===== config.mk =====
export PLATFORM = sky130hd
export DESIGN_NAME = priority_task_scheduler
export DESIGN_NICKNAME = d
export VERILOG_FILES = /design/src/sv/pts_pkg.sv /design/src/sv/priority_task_scheduler.sv /design/src/sv/pts_task_ram.sv /design/src/sv/pts_scan_unit.sv
export SDC_FILE = /design/constraint.sdc
export NUM_CORES = 1
export LEC_CHECK = 0
export BUFFER_PORTS_ARGS = -buffer_cell sky130_fd_sc_hd__buf_2
export CAP_MARGIN = 5
export CORE_ASPECT_RATIO = 0.8
export CORE_MARGIN = 2
export CORE_UTILIZATION = 50
export DETAILED_ROUTE_END_ITERATION = 10
export GPL_TIMING_DRIVEN = 0
export PLACE_DENSITY_LB_ADDON = 0.12
export SYNTH_ARGS = -nofsm -noshare
export SYNTH_HDL_FRONTEND = slang
export SYNTH_SLANG_ARGS = --single-unit

===== constraint.sdc =====
create_clock -name clk -period 9.35 [get_ports clk]
set_clock_uncertainty 0.2 [all_clocks]
set_input_delay 1.4025 -clock clk [delete_from_list [all_inputs] [get_ports clk]]
set_output_delay 1.4025 -clock clk [all_outputs]
set_load 0.01 [all_outputs]

===== src/sv/pts_pkg.sv =====
// ============================================================================
// pts_pkg
// Shared types and constants of the priority task scheduler: command and
// task status codes, fixed field widths and the scan control bundle.
// ============================================================================
package pts_pkg;

  // Default sizes handed to the top-level parameters.
  localparam int MAX_TASKS_DEF  = 8;
  localparam int TICK_WIDTH_DEF = 32;

  // Fixed widths of the request and result fields.
  localparam int CMD_W       = 3;
  localparam int PRIO_W      = 7;
  localparam int TIDX_W      = 3;
  localparam int DLY_W       = 32;
  localparam int TCNT_W      = 32;
  localparam int IN_TDATA_W  = 48;
  localparam int OUT_TDATA_W = 48;

  // Command codes; codes six and seven are unused.
  typedef enum logic [CMD_W-1:0] {
    CMD_START    = 3'd0,
    CMD_CREATE   = 3'd1,
    CMD_DELAY    = 3'd2,
    CMD_SUSPEND  = 3'd3,
    CMD_ACTIVATE = 3'd4,
    CMD_TICK     = 3'd5
  } cmd_t;

  // Task status codes as stored in the task table.
  typedef enum logic [1:0] {
    ST_READY     = 2'd0,
    ST_RUNNING   = 2'd1,
    ST_WAITING   = 2'd2,
    ST_SUSPENDED = 2'd3
  } status_t;

  // Control from the sequencer to the scan unit for one table entry.
  typedef struct packed {
    logic clear;  // start of a new scan: forget the best candidate
    logic valid;  // table read data is present this cycle
    logic hit;    // the entry read is the target of the command
    cmd_t cmd;    // command being executed
  } scan_ctl_t;

endpackage


===== src/sv/priority_task_scheduler.sv =====
// ============================================================================
// priority_task_scheduler
// Fixed-priority preemptive task scheduler control: task table, delays,
// tick countdown and dispatch with context switch requests.
// ============================================================================
// Usage:
// Requests arrive on the s_t* stream, one command each; every request gives
// exactly one result on the m_t* stream, in order. The result carries the
// current task, whether this request switched tasks, the create status and
// handle, and the tick count.
// Start and create write one table entry, if the table has room, and go
// from decode straight to the result. Delay, suspend, activate and tick walk
// the task table through its single read port, one entry per cycle,
// reading, updating and writing back each entry, then write the running
// status of a newly chosen task before the result. An activate of a task
// that does not exist skips the walk and goes to the result like a create.
// One request is worked on at a time; the next one is taken once the
// result sits in the output register, so a stalled receiver holds back
// at most the request after the one waiting.
// Reset clears the task count, current task and tick count; table entries
// are only read once created. A result waits in the output register for as
// long as m_tready stays low.
// ============================================================================
module priority_task_scheduler import pts_pkg::*; #(
  parameter int MAX_TASKS  = MAX_TASKS_DEF,
  parameter int TICK_WIDTH = TICK_WIDTH_DEF
) (
  input  logic                   clk,
  input  logic                   rst,
  input  logic                   s_tvalid,
  output logic                   s_tready,
  // command[2:0], priority_req[9:3], autostart[10], task_index[13:11],
  // delay_ticks[45:14], zero fill[47:46]
  input  logic [IN_TDATA_W-1:0]  s_tdata,
  output logic                   m_tvalid,
  input  logic                   m_tready,
  // current_valid[0], run_task[3:1], switch_request[4], create_ok[5],
  // created_handle[8:6], tick_count[40:9], zero fill[47:41]
  output logic [OUT_TDATA_W-1:0] m_tdata
);

  localparam int IDX_W  = $clog2(MAX_TASKS);
  localparam int CNT_W  = $clog2(MAX_TASKS + 1);
  localparam int CMP_W  = (CNT_W > TIDX_W) ? CNT_W : TIDX_W;
  localparam int WORD_W = PRIO_W + 2 + TICK_WIDTH;

  typedef enum logic [2:0] {
    S_IDLE,
    S_DECODE,
    S_SCAN,
    S_FIN,
    S_OUT
  } state_t;

  state_t                state;
  cmd_t                  cmd_q;
  logic [PRIO_W-1:0]     prio_q;
  logic                  auto_q;
  logic [TIDX_W-1:0]     idx_q;
  logic [TICK_WIDTH-1:0] dly_q;
  logic [CNT_W-1:0]      task_count;
  logic [IDX_W-1:0]      run_idx;
  logic                  run_valid;
  logic [TICK_WIDTH-1:0] ticks;
  logic [CNT_W-1:0]      scan_idx;
  logic                  rd_vld;
  logic [IDX_W-1:0]      rd_idx;
  logic                  hit_en;
  logic [IDX_W-1:0]      target;
  logic                  sw_q;
  logic                  ok_q;
  logic [TIDX_W-1:0]     handle_q;

  logic                  has_room;
  logic                  add_ok;
  logic                  act_in_range;
  logic                  switch_take;
  logic                  rd_en;
  logic [IDX_W-1:0]      rd_addr;
  logic [WORD_W-1:0]     rd_data;
  logic                  wr_en;
  logic [IDX_W-1:0]      wr_addr;
  logic [WORD_W-1:0]     wr_data;
  logic [OUT_TDATA_W-1:0] out_word;

  scan_ctl_t             ctl;
  logic [PRIO_W-1:0]     ent_prio;
  status_t               ent_status;
  logic [TICK_WIDTH-1:0] ent_wait;
  status_t               upd_status;
  logic [TICK_WIDTH-1:0] upd_wait;
  logic                  best_found;
  logic [IDX_W-1:0]      best_idx;
  logic [PRIO_W-1:0]     best_prio;
  logic [TICK_WIDTH-1:0] best_wait;

  assign s_tready = (state == S_IDLE);

  // Table entry layout: priority, status, wait counter.
  assign ent_prio   = rd_data[WORD_W-1 -: PRIO_W];
  assign ent_status = status_t'(rd_data[TICK_WIDTH+1:TICK_WIDTH]);
  assign ent_wait   = rd_data[TICK_WIDTH-1:0];

  // Decode helpers.
  assign has_room     = task_count < CNT_W'(MAX_TASKS);
  assign add_ok       = (cmd_q == CMD_START || cmd_q == CMD_CREATE) && has_room;
  assign act_in_range = CMP_W'(idx_q) < CMP_W'(task_count);
  assign switch_take  = best_found && (!run_valid || best_idx != run_idx);

  // Table walk reads.
  assign rd_en   = (state == S_SCAN) && (scan_idx < task_count);
  assign rd_addr = scan_idx[IDX_W-1:0];

  // Scan unit control.
  always_comb begin
    ctl.clear = (state == S_DECODE);
    ctl.valid = rd_vld;
    ctl.hit   = rd_vld && hit_en && (rd_idx == target);
    ctl.cmd   = cmd_q;
  end

  // Table writes: new task, walk write-back, or the chosen task's status.
  always_comb begin
    wr_en   = 1'b0;
    wr_addr = rd_idx;
    wr_data = {ent_prio, upd_status, upd_wait};
    unique case (state)
      S_DECODE: begin
        wr_addr = task_count[IDX_W-1:0];
        if (cmd_q == CMD_START) begin
          wr_en   = has_room;
          wr_data = {{PRIO_W{1'b0}}, ST_READY, {TICK_WIDTH{1'b0}}};
        end else if (cmd_q == CMD_CREATE) begin
          wr_en   = has_room;
          wr_data = {prio_q, (auto_q ? ST_READY : ST_SUSPENDED), {TICK_WIDTH{1'b0}}};
        end
      end
      S_SCAN: begin
        wr_en = rd_vld;
      end
      S_FIN: begin
        wr_en   = switch_take;
        wr_addr = best_idx;
        wr_data = {best_prio, ST_RUNNING, best_wait};
      end
      default: wr_en = 1'b0;
    endcase
  end

  // Result packing.
  always_comb begin
    out_word = '0;
    out_word[0]    = run_valid;
    out_word[3:1]  = run_valid ? TIDX_W'(run_idx) : '0;
    out_word[4]    = sw_q;
    out_word[5]    = ok_q;
    out_word[8:6]  = handle_q;
    out_word[40:9] = TCNT_W'(ticks);
  end

  // Sequencer with the output register.
  always_ff @(posedge clk) begin
    if (rst) begin
      state      <= S_IDLE;
      task_count <= '0;
      run_idx    <= '0;
      run_valid  <= 1'b0;
      ticks      <= '0;
      scan_idx   <= '0;
      rd_vld     <= 1'b0;
      m_tvalid   <= 1'b0;
    end else begin
      // A result taken while no new one is loaded empties the register.
      if (m_tvalid && m_tready && state != S_OUT) begin
        m_tvalid <= 1'b0;
      end
      unique case (state)
        S_IDLE: begin
          if (s_tvalid) begin
            cmd_q  <= cmd_t'(s_tdata[2:0]);
            prio_q <= s_tdata[9:3];
            auto_q <= s_tdata[10];
            idx_q  <= s_tdata[13:11];
            dly_q  <= TICK_WIDTH'(s_tdata[45:14]);
            state  <= S_DECODE;
          end
        end
        S_DECODE: begin
          sw_q     <= 1'b0;
          ok_q     <= add_ok;
          handle_q <= add_ok ? TIDX_W'(task_count) : '0;
          scan_idx <= '0;
          hit_en   <= (cmd_q == CMD_ACTIVATE) ||
                      ((cmd_q inside {CMD_DELAY, CMD_SUSPEND}) && run_valid);
          target   <= (cmd_q == CMD_ACTIVATE) ? IDX_W'(idx_q) : run_idx;
          unique case (cmd_q) inside
            CMD_START, CMD_CREATE: begin
              if (cmd_q == CMD_START) begin
                ticks     <= '0;
                run_valid <= 1'b0;
              end
              if (add_ok) begin
                task_count <= task_count + CNT_W'(1);
              end
              state <= S_OUT;
            end
            CMD_DELAY, CMD_SUSPEND: begin
              state <= S_SCAN;
            end
            CMD_ACTIVATE: begin
              state <= act_in_range ? S_SCAN : S_OUT;
            end
            CMD_TICK: begin
              ticks <= ticks + TICK_WIDTH'(1);
              state <= S_SCAN;
            end
            default: state <= S_OUT;
          endcase
        end
        S_SCAN: begin
          rd_vld <= rd_en;
          rd_idx <= rd_addr;
          if (rd_en) begin
            scan_idx <= scan_idx + CNT_W'(1);
          end
          if (!rd_en && !rd_vld) begin
            state <= S_FIN;
          end
        end
        S_FIN: begin
          if (switch_take) begin
            run_idx   <= best_idx;
            run_valid <= 1'b1;
            sw_q      <= 1'b1;
          end
          state <= S_OUT;
        end
        S_OUT: begin
          if (!m_tvalid || m_tready) begin
            m_tvalid <= 1'b1;
            m_tdata  <= out_word;
            state    <= S_IDLE;
          end
        end
        default: state <= S_IDLE;
      endcase
    end
  end

  pts_task_ram #(
    .DEPTH  (MAX_TASKS),
    .ADDR_W (IDX_W),
    .DATA_W (WORD_W)
  ) u_ram (
    .clk     (clk),
    .wr_en   (wr_en),
    .wr_addr (wr_addr),
    .wr_data (wr_data),
    .rd_en   (rd_en),
    .rd_addr (rd_addr),
    .rd_data (rd_data)
  );

  pts_scan_unit #(
    .IDX_W      (IDX_W),
    .TICK_WIDTH (TICK_WIDTH)
  ) u_scan (
    .clk         (clk),
    .rst         (rst),
    .ctl         (ctl),
    .ent_idx     (rd_idx),
    .ent_prio    (ent_prio),
    .ent_status  (ent_status),
    .ent_wait    (ent_wait),
    .delay_ticks (dly_q),
    .upd_status  (upd_status),
    .upd_wait    (upd_wait),
    .best_found  (best_found),
    .best_idx    (best_idx),
    .best_prio   (best_prio),
    .best_wait   (best_wait)
  );

  // Table read data only arrives during a walk.
  a_rd_in_scan: assert property (@(posedge clk) disable iff (rst)
    rd_vld |-> state == S_SCAN)
    else $error("table read data outside of a walk");

  // A walk never reads an entry that was not created.
  a_rd_created: assert property (@(posedge clk) disable iff (rst)
    rd_vld |-> CNT_W'(rd_idx) < task_count)
    else $error("walk read beyond task count");

  // The current task always is a created task.
  a_run_created: assert property (@(posedge clk) disable iff (rst)
    run_valid |-> CNT_W'(run_idx) < task_count)
    else $error("current task beyond task count");

  // A requested switch leaves a valid current task in the result.
  a_switch_valid: assert property (@(posedge clk) disable iff (rst)
    (state == S_FIN && switch_take) |=> (run_valid && sw_q))
    else $error("switch without a current task");

endmodule


===== src/sv/pts_task_ram.sv =====
// ============================================================================
// pts_task_ram
// Task table memory: one write port and one read port, read data registered.
// ============================================================================
module pts_task_ram #(
  parameter int DEPTH  = 8,
  parameter int ADDR_W = 3,
  parameter int DATA_W = 41
) (
  input  logic              clk,
  input  logic              wr_en,
  input  logic [ADDR_W-1:0] wr_addr,
  input  logic [DATA_W-1:0] wr_data,
  input  logic              rd_en,
  input  logic [ADDR_W-1:0] rd_addr,
  output logic [DATA_W-1:0] rd_data
);

  logic [DATA_W-1:0] mem [DEPTH];

  // Write port.
  always_ff @(posedge clk) begin
    if (wr_en) begin
      mem[wr_addr] <= wr_data;
    end
  end

  // Registered read port.
  always_ff @(posedge clk) begin
    if (rd_en) begin
      rd_data <= mem[rd_addr];
    end
  end

endmodule


===== src/sv/pts_scan_unit.sv =====
// ============================================================================
// pts_scan_unit
// Per-entry update and dispatch selection. Applies the command to the entry
// read from the task table, counts down waiting tasks on a tick, and keeps
// the best ready or running candidate seen so far in the scan.
// ============================================================================
module pts_scan_unit import pts_pkg::*; #(
  parameter int IDX_W      = 3,
  parameter int TICK_WIDTH = TICK_WIDTH_DEF
) (
  input  logic                  clk,
  input  logic                  rst,
  input  scan_ctl_t             ctl,
  input  logic [IDX_W-1:0]      ent_idx,
  input  logic [PRIO_W-1:0]     ent_prio,
  input  status_t               ent_status,
  input  logic [TICK_WIDTH-1:0] ent_wait,
  input  logic [TICK_WIDTH-1:0] delay_ticks,
  output status_t               upd_status,
  output logic [TICK_WIDTH-1:0] upd_wait,
  output logic                  best_found,
  output logic [IDX_W-1:0]      best_idx,
  output logic [PRIO_W-1:0]     best_prio,
  output logic [TICK_WIDTH-1:0] best_wait
);

  status_t               st_mod;
  logic [TICK_WIDTH-1:0] wait_mod;
  logic                  eligible;
  logic                  take;

  // Apply the command to the target entry, then the tick countdown.
  always_comb begin
    st_mod   = ent_status;
    wait_mod = ent_wait;
    if (ctl.hit) begin
      unique case (ctl.cmd)
        CMD_DELAY: begin
          st_mod   = ST_WAITING;
          wait_mod = delay_ticks;
        end
        CMD_SUSPEND:  st_mod = ST_SUSPENDED;
        CMD_ACTIVATE: st_mod = ST_READY;
        default:      st_mod = ent_status;
      endcase
    end
    upd_status = st_mod;
    upd_wait   = wait_mod;
    if (ctl.cmd == CMD_TICK && st_mod == ST_WAITING) begin
      upd_wait = wait_mod - TICK_WIDTH'(1);
      if (upd_wait == '0) begin
        upd_status = ST_READY;
      end
    end
    eligible = (upd_status == ST_READY) || (upd_status == ST_RUNNING);
    take     = ctl.valid && eligible && (!best_found || ent_prio > best_prio);
  end

  // Candidate flag: strict compare keeps the lowest index on equal priority.
  always_ff @(posedge clk) begin
    if (rst) begin
      best_found <= 1'b0;
    end else if (ctl.clear) begin
      best_found <= 1'b0;
    end else if (take) begin
      best_found <= 1'b1;
    end
  end

  // Candidate payload, kept for the final write of the running status.
  always_ff @(posedge clk) begin
    if (take) begin
      best_idx  <= ent_idx;
      best_prio <= ent_prio;
      best_wait <= upd_wait;
    end
  end

endmodule

==> flow_summary.ini <==
[synthesis]
synth.area.top_cells = edfxtp_1, mux4_2, dfxtp_1
synth.top_cells.by_count = edfxtp_1, nor2_1, mux4_2, nand2_1, xor2_1
synth_top_family_by_area = multiplexers
synth_top_area_cell = edfxtp_1
synth.avg_cell_area_um2 = 16.0
syn-cell-area_um2 = 23500
synth_edf_count = 510
synth_compound_area_share_pct = 4.03
synthAdderAreaFrac_pct = 0.905
postSynthCellCount = 1466
yosysWarnings = 0
yosysMostFrequentCell = edfxtp_1
synth_xor_area_share_pct = 3.58
seq_area_frac_synth_pct = 69.4
async_reset_ff_share_pct = 0
ys.flop_type = edfxtp_1
synthSimpleGateAreaFrac_pct = 8.15
ys_types = 67
synth-seq-cells = 560
muxShareOfSynthArea_pct = 12.0
synth.top_cell.area_share_pct = 65.2

[worst_setup_path]
slowest_delay_ps = 730
crit_buf_inv = 9
end_kind = register
critPathMaxFanout = 32
cp.depth = 23
r2r_cells = 23
worstReg2RegStart = cmd_q[1]
slowest_stage = nor2_1
critPathLaunchType = register
startpoint = cmd_q[1]
cp-endpoint = u_scan.best_wait[27]
r2r_setup_slack_ps = 390
cpMostUsedCell = buf_2
crit_chain = clkbuf_1 -> nand2b_1 -> nor2_1 -> and2_1 -> clkbuf_1 -> buf_2 -> buf_2 -> buf_2 -> buf_2 -> mux2i_1 -> ha_1 -> buf_2 -> or4b_1 -> or4_4 -> buf_6 -> nor4_1 -> xnor2_1 -> nor2_1 -> nor4bb_1 -> or4b_1 -> o31ai_2 -> and3_2 -> buf_12
cp.required_ps = 9440
arrival_ps = 9050
r2r-end = u_scan.best_wait[27]
critical_path.top_delay_family = simple AND/OR/NAND/NOR gates
crit_type = register to register

[timing]
slew_headroom_pct = 16.2
tightest_slew_ps = 1250
slew_viol_final = 0
fmax_mhz = 112
fin_ws_ps = 392
setup_violations = 0
rsz0062_at_grt = false
whs_ps = 218
post-route-period-util_pct = 95.8
finalCriticalPeriod_ps = 8960
finalHoldViolations = 0

[clock_network]
cts_hold_buf = 0
cts_buffers = 54
cts_resized = 0
cts_tree = done
cts_root_buf = clkbuf_16
clock_latency_ps = 620
cts_setup_buffers = 0
clock-sinks = 560
htreeDepth = 2
clkTransAtPathRegs_ps = 60
ctsLongestPathBuffers = 3

[detailed_routing]
ant_nets = 0
viasPerCell = 5.88
wl_per_cell_um = 25.4
num_vias = 13544
dr.first_iter.drc_count = 1411
drc = 0
routed_wl_um = 58600
dr.pass1.iters = 5

[run_status]
status = finished, final reports clean

[grt]
grt_pass1_vias = 13319
grt_usage_pct = 24.6
grt_max_degree = 33
grt_pass1_wl_um = 86800
grt-ovfl-total = 0
antenna_found_initial = 0

[place]
port_buffers = 91
postPlaceCellArea_um2 = 25200
dpl_worst_slack_ps = 650
hpwlAfterDp_um = 40700
gp_congestion = 0.967

[pwr]
power_density_nw_per_um2 = 190
p_leak_nw = 8.78
ir_drop_mv = 0.191

[final_layout]
layout-area-overhead-vs-synth_pct = 15.4
fin_area_um2 = 27100
antenna-diode-count = 0
n_fill_cell = 3643
nets = 1709
drive_above_1_share_pct = 21.4
multi_input_area_um2 = 6850
regArea_um2 = 16300
utilization_pct = 58.0

[hold_path]
hold_path_class = register to register
hp-start = handle_q[0]

[floorplanning]
initial_core_util_pct = 50.3
die_h_um = 198
die_x_um = 246
coreArea_um2 = 46700
rows = 71
io_pins = 102
dieArea_um2 = 48800

[run]
cap_violations = 0
[stage by stage]
step | std cells | setup TNS [ps] | total power [mW]
after global placement | 2183 | -22750 | 2.90
after global routing | 2305 | 0 | 5.29
after CTS | 2305 | 0 | 5.19
after floorplan | 1472 | 0 | 2.85
final | 2305 | 0 | 5.14
after detailed placement | 2204 | 0 | 2.91
[cell usage in the layout, fill, tap and decap left out, drive strengths merged, types with 5 or more instances in the layout]
cell type  synthesis  routed
nand4b             5       5
nor4b              5       5
or3               11      11
edfxtp           510     510
nor3b              5       5
buf               31     143
nand2b            10      10
nor3              42      42
ha                17      17
and2              12      12
nand2             67      67
nor2b              7       7
and3              11      11
nand4             20      20
o21ai             27      27
a21oi             27      27
nor4              16      16
xnor2             38      38
nand3b             8       8
conb               1       7
clkbuf            45     116
nand3             30      30
dfxtp             50      50
clkinv             0      19
mux4              82      82
nor2             115     115
xor2              58      58
mux2              49      49
a222oi             6       6
mux2i             43      43
a22o              32      32
a31oi              5       5
bufinv             0       8
inv               28      28
[sequential cells by signal (all words and copies together) (netlist names), 4 cells and up]
register,count
dly_q,32
m_tdata,41
prio_q,7
scan_idx,4
task_count,4
ticks,32
u_ram.mem,328
u_ram.rd_data,41
u_scan.best_prio,7
u_scan.best_wait,32
[metal layers]
| layer | track usage [%] | wire length (um) | vias to the layer above |
|---|---|---|---|
| met4 | 6.83 | 1410 | 0 |
| li1 | - | - | 6046 |
| met1 | 37.2 | 27000 | 6880 |
| met5 | 0 | 0 | - |
| met3 | 5.33 | 4460 | 90 |
| met2 | 36.0 | 25700 | 528 |
[cells by family (layout without fill, tap and decap cells)]
| family | after synthesis | count (layout) |
|---|---|---|
| other cells | 1 | 7 |
| simple gates | 379 | 379 |
| mux | 174 | 174 |
| compound gates | 135 | 135 |
| flops | 560 | 560 |
| fa+ha+maj | 17 | 17 |
| buf+inv | 104 | 317 |
| xor+xnor | 96 | 96 |
[where the power goes]
group	internal (mW)	switching, mW	total [mW]
sequential	2.73	0.0166	2.75
combinational	0.0344	0.0706	0.105
clock	1.36	0.929	2.29
total	4.13	1.02	5.14
[worst min path at each step]
| stage | cells after the start | to | slack, ps |
|---|---|---|---|
| after CTS | 0 | m_tdata[6] | 220 |
| after global routing | 0 | m_tdata[6] | 230 |
| final | 0 | m_tdata[6] | 220 |
| after floorplan | 0 | m_tdata[4] | 200 |
| after detailed placement | 0 | m_tdata[6] | 210 |
| after global placement | 0 | m_tdata[6] | 200 |
[layout make-up]
cell class                 instances  share of cell area [%]
inverter                          28                   0.388
multi-input combinational        808                    25.3
buffer                            76                    1.21
tap                              620                    2.86
clock buffer                      71                    5.60
sequential                       560                    60.2
clock inverter                    30                    1.28
timing repair buffer             112                    3.18
(Power assumes the default switching activity.)
